===== src/sv/pba_pkg.sv =====
// Shared definitions for the paged bump allocator: status codes, reset values
// and the command/status structures between controller and datapath.
// No dependencies.
package pba_pkg;

    localparam int MAX_PAGES_DEF  = 16;
    localparam int PAGE_BYTES_DEF = 4096;

    localparam int PSIZE_W = 13;
    localparam int USERS_W = 16;
    localparam int DATA_W  = 16;
    localparam int STAT_W  = 3;

    localparam logic [PSIZE_W-1:0] PAGE_SIZE_RST = 13'd4096;
    localparam logic [USERS_W-1:0] USERS_MAX     = 16'hFFFF;

    localparam logic [STAT_W-1:0] ST_ALLOC     = 3'd0;
    localparam logic [STAT_W-1:0] ST_OVERSIZE  = 3'd1;
    localparam logic [STAT_W-1:0] ST_NOPAGES   = 3'd2;
    localparam logic [STAT_W-1:0] ST_FREED     = 3'd3;
    localparam logic [STAT_W-1:0] ST_NOTPOOLED = 3'd4;

    // Commands from the controller to the datapath.
    typedef struct packed {
        logic               load;
        logic               step;
        logic               upd;
        logic               open;
        logic               emit;
        logic [STAT_W-1:0]  status;
    } t_dp_cmd;

    // Status from the datapath back to the controller.
    typedef struct packed {
        logic oversize;
        logic hit;
        logic idx_zero;
        logic full;
        logic is_free;
    } t_dp_stat;

endpackage


===== src/sv/pba_ram.sv =====
// Generic single write port, single read port RAM with registered read data.
// No dependencies.
module pba_ram #(
    parameter int WIDTH = 8,
    parameter int DEPTH = 16
) (
    input  logic                                   i_clk,
    input  logic                                   i_we,
    input  logic [(DEPTH > 1 ? $clog2(DEPTH) : 1)-1:0] i_waddr,
    input  logic [WIDTH-1:0]                       i_wdata,
    input  logic [(DEPTH > 1 ? $clog2(DEPTH) : 1)-1:0] i_raddr,
    output logic [WIDTH-1:0]                       o_rdata
);

    logic [WIDTH-1:0] r_mem [DEPTH];
    logic [WIDTH-1:0] r_rdata;

    always_ff @(posedge i_clk) begin
        if (i_we) begin
            r_mem[i_waddr] <= i_wdata;
        end
        r_rdata <= r_mem[i_raddr];
    end

    assign o_rdata = r_rdata;

endmodule


===== src/sv/pba_datapath.sv =====
// Datapath of the paged bump allocator: page size register, page count,
// search index, page table RAM, fit and range checks and the result register.
// Depends on pba_pkg and pba_ram.
module pba_datapath #(
    parameter int MAX_PAGES  = pba_pkg::MAX_PAGES_DEF,
    parameter int PAGE_BYTES = pba_pkg::PAGE_BYTES_DEF
) (
    input  logic                          i_clk,
    input  logic                          i_rst_n,
    input  logic                          i_cfg_we,
    input  logic [pba_pkg::PSIZE_W-1:0]   i_cfg_wdata,
    input  logic                          i_func,
    input  logic [pba_pkg::DATA_W-1:0]    i_size,
    input  logic [pba_pkg::DATA_W-1:0]    i_address,
    input  pba_pkg::t_dp_cmd              i_cmd,
    output pba_pkg::t_dp_stat             o_stat,
    output logic                          o_valid,
    output logic [pba_pkg::STAT_W-1:0]    o_status,
    output logic [pba_pkg::DATA_W-1:0]    o_result_address
);

    import pba_pkg::*;

    localparam int IDX_W  = (MAX_PAGES > 1) ? $clog2(MAX_PAGES) : 1;
    localparam int CNT_W  = $clog2(MAX_PAGES + 1);
    localparam int SPAN   = MAX_PAGES * PAGE_BYTES + (1 << PSIZE_W);
    localparam int BASE_W = ($clog2(SPAN) > DATA_W + 1) ? $clog2(SPAN) : DATA_W + 1;
    localparam int SUM_W  = DATA_W + 1;
    localparam int ENT_W  = PSIZE_W + USERS_W + PSIZE_W;

    logic [PSIZE_W-1:0] r_page_size;
    logic [CNT_W-1:0]   r_pages;
    logic               r_p0_wr;
    logic [IDX_W-1:0]   r_idx;
    logic               r_func;
    logic [DATA_W-1:0]  r_size;
    logic [DATA_W-1:0]  r_addr;
    logic               r_out_valid;
    logic [STAT_W-1:0]  r_status;
    logic [DATA_W-1:0]  r_res_addr;

    logic [ENT_W-1:0]   rd_data;
    logic [ENT_W-1:0]   wr_data;
    logic [IDX_W-1:0]   wr_addr;
    logic               wr_en;

    logic               use_rst;
    logic [PSIZE_W-1:0] fill;
    logic [USERS_W-1:0] users;
    logic [PSIZE_W-1:0] limit;
    logic [USERS_W-1:0] users_inc;
    logic [USERS_W-1:0] users_dec;
    logic [SUM_W-1:0]   fit_sum;
    logic               fit;
    logic [BASE_W-1:0]  base_cur;
    logic [BASE_W-1:0]  base_open;
    logic [BASE_W-1:0]  addr_x;
    logic               free_hit;
    logic [BASE_W-1:0]  hit_addr;
    logic [IDX_W-1:0]   open_idx;

    pba_ram #(
        .WIDTH (ENT_W),
        .DEPTH (MAX_PAGES)
    ) u_table (
        .i_clk   (i_clk),
        .i_we    (wr_en),
        .i_waddr (wr_addr),
        .i_wdata (wr_data),
        .i_raddr (r_idx),
        .o_rdata (rd_data)
    );

    // Page 0 is open from reset; until it is first written its entry reads
    // as empty with the full reset page size as its limit.
    assign use_rst = !r_p0_wr && (r_idx == '0);
    assign fill    = use_rst ? '0 : rd_data[ENT_W-1 -: PSIZE_W];
    assign users   = use_rst ? '0 : rd_data[PSIZE_W +: USERS_W];
    assign limit   = use_rst ? PAGE_SIZE_RST : rd_data[PSIZE_W-1:0];

    assign users_inc = (users == USERS_MAX) ? users : users + USERS_W'(1);
    assign users_dec = (users == '0) ? users : users - USERS_W'(1);

    assign fit_sum = SUM_W'(fill) + SUM_W'(r_size);
    assign fit     = SUM_W'(r_page_size) > fit_sum;

    assign base_cur  = BASE_W'(r_idx) * BASE_W'(PAGE_BYTES);
    assign base_open = BASE_W'(r_pages) * BASE_W'(PAGE_BYTES);
    assign addr_x    = BASE_W'(r_addr);
    assign free_hit  = (addr_x >= base_cur) && (addr_x < base_cur + BASE_W'(limit));
    assign hit_addr  = base_cur + BASE_W'(fill);
    assign open_idx  = r_pages[IDX_W-1:0];

    assign wr_en   = i_cmd.upd || i_cmd.open;
    assign wr_addr = i_cmd.open ? open_idx : r_idx;

    always_comb begin
        if (i_cmd.open) begin
            wr_data = {r_size[PSIZE_W-1:0], USERS_W'(1), r_page_size};
        end else if (r_func) begin
            wr_data = {(users_dec == '0) ? PSIZE_W'(0) : fill, users_dec, limit};
        end else begin
            wr_data = {fit_sum[PSIZE_W-1:0], users_inc, limit};
        end
    end

    always_ff @(posedge i_clk) begin
        if (!i_rst_n) begin
            r_page_size <= PAGE_SIZE_RST;
            r_pages     <= CNT_W'(1);
            r_p0_wr     <= 1'b0;
            r_out_valid <= 1'b0;
        end else begin
            if (i_cfg_we) begin
                r_page_size <= i_cfg_wdata;
            end
            if (i_cmd.open) begin
                r_pages <= r_pages + CNT_W'(1);
            end
            if (i_cmd.upd && (r_idx == '0)) begin
                r_p0_wr <= 1'b1;
            end
            r_out_valid <= i_cmd.emit;
        end
    end

    always_ff @(posedge i_clk) begin
        if (i_cmd.load) begin
            r_func <= i_func;
            r_size <= i_size;
            r_addr <= i_address;
            r_idx  <= IDX_W'(r_pages - CNT_W'(1));
        end else if (i_cmd.step) begin
            r_idx <= r_idx - IDX_W'(1);
        end
        if (i_cmd.emit) begin
            r_status <= i_cmd.status;
            if (i_cmd.open) begin
                r_res_addr <= base_open[DATA_W-1:0];
            end else if (i_cmd.upd && !r_func) begin
                r_res_addr <= hit_addr[DATA_W-1:0];
            end else begin
                r_res_addr <= '0;
            end
        end
    end

    assign o_stat.oversize = !r_func && (r_size > DATA_W'(r_page_size));
    assign o_stat.hit      = r_func ? free_hit : fit;
    assign o_stat.idx_zero = (r_idx == '0);
    assign o_stat.full     = (r_pages == CNT_W'(MAX_PAGES));
    assign o_stat.is_free  = r_func;

    assign o_valid          = r_out_valid;
    assign o_status         = r_status;
    assign o_result_address = r_res_addr;

endmodule


===== src/sv/pba_ctrl.sv =====
// Controller of the paged bump allocator: walks the page table from the newest
// page down, one page per table read, and issues update, open and emit commands.
// Depends on pba_pkg.
module pba_ctrl (
    input  logic               i_clk,
    input  logic               i_rst_n,
    input  logic               start,
    output logic               busy,
    input  pba_pkg::t_dp_stat  i_stat,
    output pba_pkg::t_dp_cmd   o_cmd
);

    import pba_pkg::*;

    localparam logic [1:0] S_IDLE   = 2'd0;
    localparam logic [1:0] S_DECIDE = 2'd1;
    localparam logic [1:0] S_CHECK  = 2'd2;
    localparam logic [1:0] S_FETCH  = 2'd3;

    logic [1:0] r_state;
    logic [1:0] n_state;

    always_comb begin
        n_state = r_state;
        o_cmd   = '0;
        case (r_state)
            S_IDLE: begin
                if (start) begin
                    o_cmd.load = 1'b1;
                    n_state    = S_DECIDE;
                end
            end
            // The first table read is in flight during this cycle.
            S_DECIDE: begin
                if (i_stat.oversize) begin
                    o_cmd.emit   = 1'b1;
                    o_cmd.status = ST_OVERSIZE;
                    n_state      = S_IDLE;
                end else begin
                    n_state = S_CHECK;
                end
            end
            S_CHECK: begin
                if (i_stat.hit) begin
                    o_cmd.upd    = 1'b1;
                    o_cmd.emit   = 1'b1;
                    o_cmd.status = i_stat.is_free ? ST_FREED : ST_ALLOC;
                    n_state      = S_IDLE;
                end else if (i_stat.idx_zero) begin
                    o_cmd.emit = 1'b1;
                    n_state    = S_IDLE;
                    if (i_stat.is_free) begin
                        o_cmd.status = ST_NOTPOOLED;
                    end else if (i_stat.full) begin
                        o_cmd.status = ST_NOPAGES;
                    end else begin
                        o_cmd.open   = 1'b1;
                        o_cmd.status = ST_ALLOC;
                    end
                end else begin
                    o_cmd.step = 1'b1;
                    n_state    = S_FETCH;
                end
            end
            S_FETCH: begin
                n_state = S_CHECK;
            end
            default: begin
                n_state = S_IDLE;
            end
        endcase
    end

    always_ff @(posedge i_clk) begin
        if (!i_rst_n) begin
            r_state <= S_IDLE;
        end else begin
            r_state <= n_state;
        end
    end

    assign busy = (r_state != S_IDLE);

    // A transaction ends with exactly one emit, after which the block is idle.
    a_emit_idle: assert property (@(posedge i_clk) disable iff (!i_rst_n)
        o_cmd.emit |=> (r_state == S_IDLE))
        else $error("controller not idle after emitting a result");

    // A fresh page is never opened when the pool is exhausted or for a free request.
    a_open_room: assert property (@(posedge i_clk) disable iff (!i_rst_n)
        o_cmd.open |-> (!i_stat.full && !i_stat.is_free))
        else $error("page opened with no room or on a free");

    // The table is only written when the result is delivered.
    a_write_emit: assert property (@(posedge i_clk) disable iff (!i_rst_n)
        (o_cmd.upd || o_cmd.open) |-> o_cmd.emit)
        else $error("page table written without a result");

    // A new search is only started from idle.
    a_load_idle: assert property (@(posedge i_clk) disable iff (!i_rst_n)
        o_cmd.load |-> ($past(r_state) == S_IDLE || $past(o_cmd.emit) || $past(!i_rst_n)))
        else $error("search loaded while a transaction was in progress");

endmodule


===== src/sv/paged_bump_allocator.sv =====
// Paged bump allocator: one result per transaction, shown for one cycle on o_valid; the
// receiver cannot stall it. An oversize request is settled before any page is searched;
// otherwise pages are searched newest first, one table read each, until one settles it, and
// a full miss searches all pages in use (at most MAX_PAGES). Busy falls as the result is
// registered, so a new transaction can be accepted while the result is shown on o_valid.
// Synchronous reset leaves page 0 open and empty and page_size at 4096.
module paged_bump_allocator #(
    parameter int MAX_PAGES  = pba_pkg::MAX_PAGES_DEF,
    parameter int PAGE_BYTES = pba_pkg::PAGE_BYTES_DEF
) (
    input  logic                          i_clk,
    input  logic                          i_rst_n,
    input  logic                          i_cfg_we,
    input  logic [pba_pkg::PSIZE_W-1:0]   i_cfg_wdata,
    input  logic                          start,
    output logic                          busy,
    input  logic                          i_func,
    input  logic [pba_pkg::DATA_W-1:0]    i_size,
    input  logic [pba_pkg::DATA_W-1:0]    i_address,
    output logic                          o_valid,
    output logic [pba_pkg::STAT_W-1:0]    o_status,
    output logic [pba_pkg::DATA_W-1:0]    o_result_address
);

    import pba_pkg::*;

    t_dp_cmd  cmd;
    t_dp_stat stat;

    pba_ctrl u_ctrl (
        .i_clk   (i_clk),
        .i_rst_n (i_rst_n),
        .start   (start),
        .busy    (busy),
        .i_stat  (stat),
        .o_cmd   (cmd)
    );

    pba_datapath #(
        .MAX_PAGES  (MAX_PAGES),
        .PAGE_BYTES (PAGE_BYTES)
    ) u_datapath (
        .i_clk            (i_clk),
        .i_rst_n          (i_rst_n),
        .i_cfg_we         (i_cfg_we),
        .i_cfg_wdata      (i_cfg_wdata),
        .i_func           (i_func),
        .i_size           (i_size),
        .i_address        (i_address),
        .i_cmd            (cmd),
        .o_stat           (stat),
        .o_valid          (o_valid),
        .o_status         (o_status),
        .o_result_address (o_result_address)
    );

endmodule

===== config.mk =====
export PLATFORM = sky130hd
export DESIGN_NAME = paged_bump_allocator
export DESIGN_NICKNAME = d
export VERILOG_FILES = /design/src/sv/pba_pkg.sv /design/src/sv/pba_ram.sv /design/src/sv/pba_datapath.sv /design/src/sv/pba_ctrl.sv /design/src/sv/paged_bump_allocator.sv
export SDC_FILE = /design/constraint.sdc
export NUM_CORES = 1
export LEC_CHECK = 0
export BUFFER_PORTS_ARGS = -buffer_cell sky130_fd_sc_hd__buf_2
export CAP_MARGIN = 30
export CORE_MARGIN = 1
export CORE_UTILIZATION = 45
export CTS_BUF_LIST = sky130_fd_sc_hd__clkbuf_16
export CTS_CLUSTER_DIAMETER = 200
export DETAILED_ROUTE_END_ITERATION = 10
export GPL_TIMING_DRIVEN = 0
export PLACE_DENSITY = 0.57
export SYNTH_ARGS = -nofsm -noshare
export SYNTH_HDL_FRONTEND = slang
export SYNTH_SLANG_ARGS = --single-unit

===== constraint.sdc =====
create_clock -name i_clk -period 17.7 [get_ports i_clk]
set_input_delay 3.54 -clock i_clk [delete_from_list [all_inputs] [get_ports i_clk]]
set_output_delay 3.54 -clock i_clk [all_outputs]
set_load 0.05 [all_outputs]

==> results.sh <==
export IMPL_synth_cell_types=85
export IMPL_async_reset_ff_share_pct=0
export IMPL_drt_iter0_drc=1739
export IMPL_top_layer="met5"
export IMPL_antenna_found_initial=3
export IMPL_drc=0
export IMPL_via_per_inst=5.98
export IMPL_synth_seq_cells=792
export IMPL_fin_area_sq_mm=0.0390
export IMPL_layout_nets=2258
export IMPL_placedCellCount=2981
export IMPL_tns_ns=0
export IMPL_dpl_cell_area_sq_mm=0.0363
export IMPL_grt_pass1_wl_microns=132000
export IMPL_cp_max_fo=11
export IMPL_post_drt_wl_per_cell_microns=28.8
export IMPL_cts_resized=0
export IMPL_io_buffers=68
export IMPL_clock_fmax_mhz=107
export IMPL_fin_crit_ns=9.34
export IMPL_drt_met1_wl_microns=39900
export IMPL_worst_ir_drop_vdd_uv=80.6
export IMPL_ys_top_cells_by_area="edfxtp_1 66%, mux4_2 14%, dfxtp_1 3.9%"
export IMPL_syn_area_sq_mm=0.0329
export IMPL_maxCapViolCount=0
export IMPL_grt_overflow_total=0
export IMPL_cp_data_required_time_ns=18.03
export IMPL_p_clk_share_pct=29.5
export IMPL_synth_nets=1918
export IMPL_core_sq_mm=0.0720
export IMPL_synth_cells=1795
export IMPL_min_path_type="reg2reg"
export IMPL_finalHoldViolCount=0
export IMPL_final_cells=3157
export IMPL_power_density_mw_per_mm2=141
export IMPL_drt_pass1_iterations=8
export IMPL_ant_nets=0
export IMPL_grt_max_degree=34
export IMPL_cts_tree="built"
export IMPL_p_int_uw=3840
export IMPL_synth_enable_flop_cells=728
export IMPL_p_seq_share_pct=44.3
export IMPL_insertion_delay_ns=0.63
export IMPL_critPathMostFrequentCell="buf_4"
export IMPL_finalCritPeriodShare_pct=52.8
export IMPL_arrival_ns=9.67
export IMPL_io_pins=71
export IMPL_clockRootBuffer="clkbuf_16"
export IMPL_clockBufferDepth=3
export IMPL_wl_microns=91000
export IMPL_post_cts_buffers=0
export IMPL_row_count=98
export IMPL_ys_seq_area_share_pct=70.3
export IMPL_met2_length_microns=42900
export IMPL_start_util_pct=45.8
export IMPL_whs_ns=0.509
export IMPL_drv_slew=0
export IMPL_area_growth_pct=18.5
export IMPL_hpwl_microns=65700
export IMPL_cts_buffers=83
export IMPL_max_slew_margin_pct=28.0
export IMPL_clock_sinks=792
export IMPL_status="finished, final reports clean"
export IMPL_cts_hold_buf=0
export IMPL_crit_path_end_kind="register"
export IMPL_yosysTopAreaCellShare_pct=66.4
export IMPL_pwr_share_comb_pct=26.2
export IMPL_avgSynthCellArea_sq_um=18.3
export IMPL_p_switching_uw=1680
export IMPL_fill_cells=5663
export IMPL_grt_pass1_vias=19000
export IMPL_worst_pin_slew_ns=1.08
export IMPL_rsz0062_at_grt="false"
export IMPL_netSwitchingFraction_pct=30.4
export IMPL_startpoint_type="register"
export IMPL_worst_setup_hold_path_clk_slew_ns=0.06
export IMPL_synth_flop_cell="edfxtp_1"
export IMPL_fp_dieH_microns=273
export IMPL_final_cell_mix="728 x edfxtp_1, 210 x mux4_2, 93 x buf_4"
export IMPL_vias=18900
export IMPL_finClkSkew_ns=0.0258
export IMPL_finalSetupViolations=0
export IMPL_layout_drive_gt1_share_pct=29.0
export IMPL_slowest_delay_ns=0.79
export IMPL_groute_usage_overall_pct=24.9
export IMPL_dieArea_sq_mm=0.0743
export IMPL_path_class="reg2reg"
export IMPL_yosys_area_top_type="edfxtp_1"
export IMPL_crit_slowest_cell="buf_1"
export IMPL_routabilityCongestion=0.935
export IMPL_die_width_microns=273
export IMPL_htree_levels=3
export IMPL_ys_warn_count=0
export IMPL_p_leak_uw=0.0133
export IMPL_final_common_cell="edfxtp_1"
export IMPL_met3RoutedLength_microns=5480
-- synthesized netlist by cell type, types with 6 or more instances --
cell type	number
a211oi_1	9
a21o_1	9
a21oi_1	43
a31oi_1	9
and2_1	13
and3_1	19
buf_1	17
clkbuf_1	76
dfxtp_1	64
edfxtp_1	728
ha_1	72
inv_1	47
mux2i_1	21
mux4_2	210
nand2_1	73
nand2b_1	11
nand3_1	49
nand4_1	16
nor2_1	59
nor3_1	32
nor4_1	18
o211ai_1	8
o21ai_0	38
o311ai_0	14
o41ai_1	6
or3_1	6
xnor2_1	19
xor2_1	13
-- power groups by stage --
stage | combinational (uW) | clock (uW) | sequential [uW]
floorplan | 883 | 0 | 2460
global placement | 1270 | 0 | 2500
detailed placement | 1400 | 0 | 2490
CTS | 1400 | 1660 | 2450
global route | 1560 | 1720 | 2450
finish | 1450 | 1630 | 2440
-- final cells by class --
type                            instances  area, sq um  share of cell area [%]
Sequential cell                       792        23100                    59.3
Multi-Input combinational cell        856         9410                    24.1
Timing Repair Buffer                  255         2170                    5.55
Clock buffer                           86         2150                    5.51
Tap cell                              950         1190                    3.05
Clock inverter                         70          402                    1.03
Buffer                                 99          385                   0.987
Inverter                               48          180                   0.462
Antenna cell                            1         2.50                 0.00641
-- logic make-up (layout without fill, tap and decap cells) --
kind of cell / count (synthesis) / in the layout / synth area share, %
buf+inv: 147 / 558 / 1.72
flops: 792 / 792 / 70.3
mux: 232 / 232 / 15.0
simple gates: 327 / 327 / 5.16
other cells: 0 / 1 / 0
compound gates: 192 / 192 / 4.17
fa+ha+maj: 73 / 73 / 2.80
xor+xnor: 32 / 32 / 0.851
-- per-layer routing --
layer  track usage, %  vias to the layer above
met4             8.07                        4
met2             39.3                      786
met5                0                        -
met1             36.1                     9868
met3             3.38                      170
li1                 -                     8054
-- state kept, by name, summed over array words and instances (netlist names), 2 cells and up --
signal and flops:
u_datapath.o_result_address 16, u_datapath.r_addr 16, u_datapath.r_size 16, u_datapath.r_idx 4, u_datapath.o_status 3, u_datapath.r_pages 5
u_ctrl.r_state 2, u_datapath.r_page_size 13, u_datapath.u_table.o_rdata 42, u_datapath.u_table.r_mem 672
-- worst max-delay path, delay by kind of cell (launching register included) --
| kind | cells | cell delay [ns] |
|---|---|---|
| compound gates | 7 | 1.65 |
| fa+ha+maj | 2 | 0.84 |
| flops | 1 | 0.33 |
| buf+inv | 9 | 3.44 |
| simple gates | 10 | 2.57 |
| xor+xnor | 1 | 0.21 |
-- through the flow --
stage | utilization [%] | power, uW | setup slack [ns]
after floorplan | - | 3350 | 8.25
after global placement | 47.9 | 3770 | -0.954
after detailed placement | 50.4 | 3880 | 8.52
after CTS | 54.0 | 5510 | 8.42
after global routing | 54.2 | 5730 | 8.02
final | 54.2 | 5510 | 8.36
-- final timing paths --
kind	start	cells after the start	endpoint	slack (ns)
worst max-delay path	u_datapath.r_idx[2]	29	u_datapath.u_table.r_mem[15][33]	8.36
worst min-delay path	u_datapath.r_pages[4]	2	u_datapath.r_pages[4]	0.51
worst max register to register	u_datapath.r_idx[2]	29	u_datapath.u_table.r_mem[15][33]	8.36
worst min register to register	u_datapath.r_pages[4]	2	u_datapath.r_pages[4]	0.51
Power figures use the tool's default switching activity.
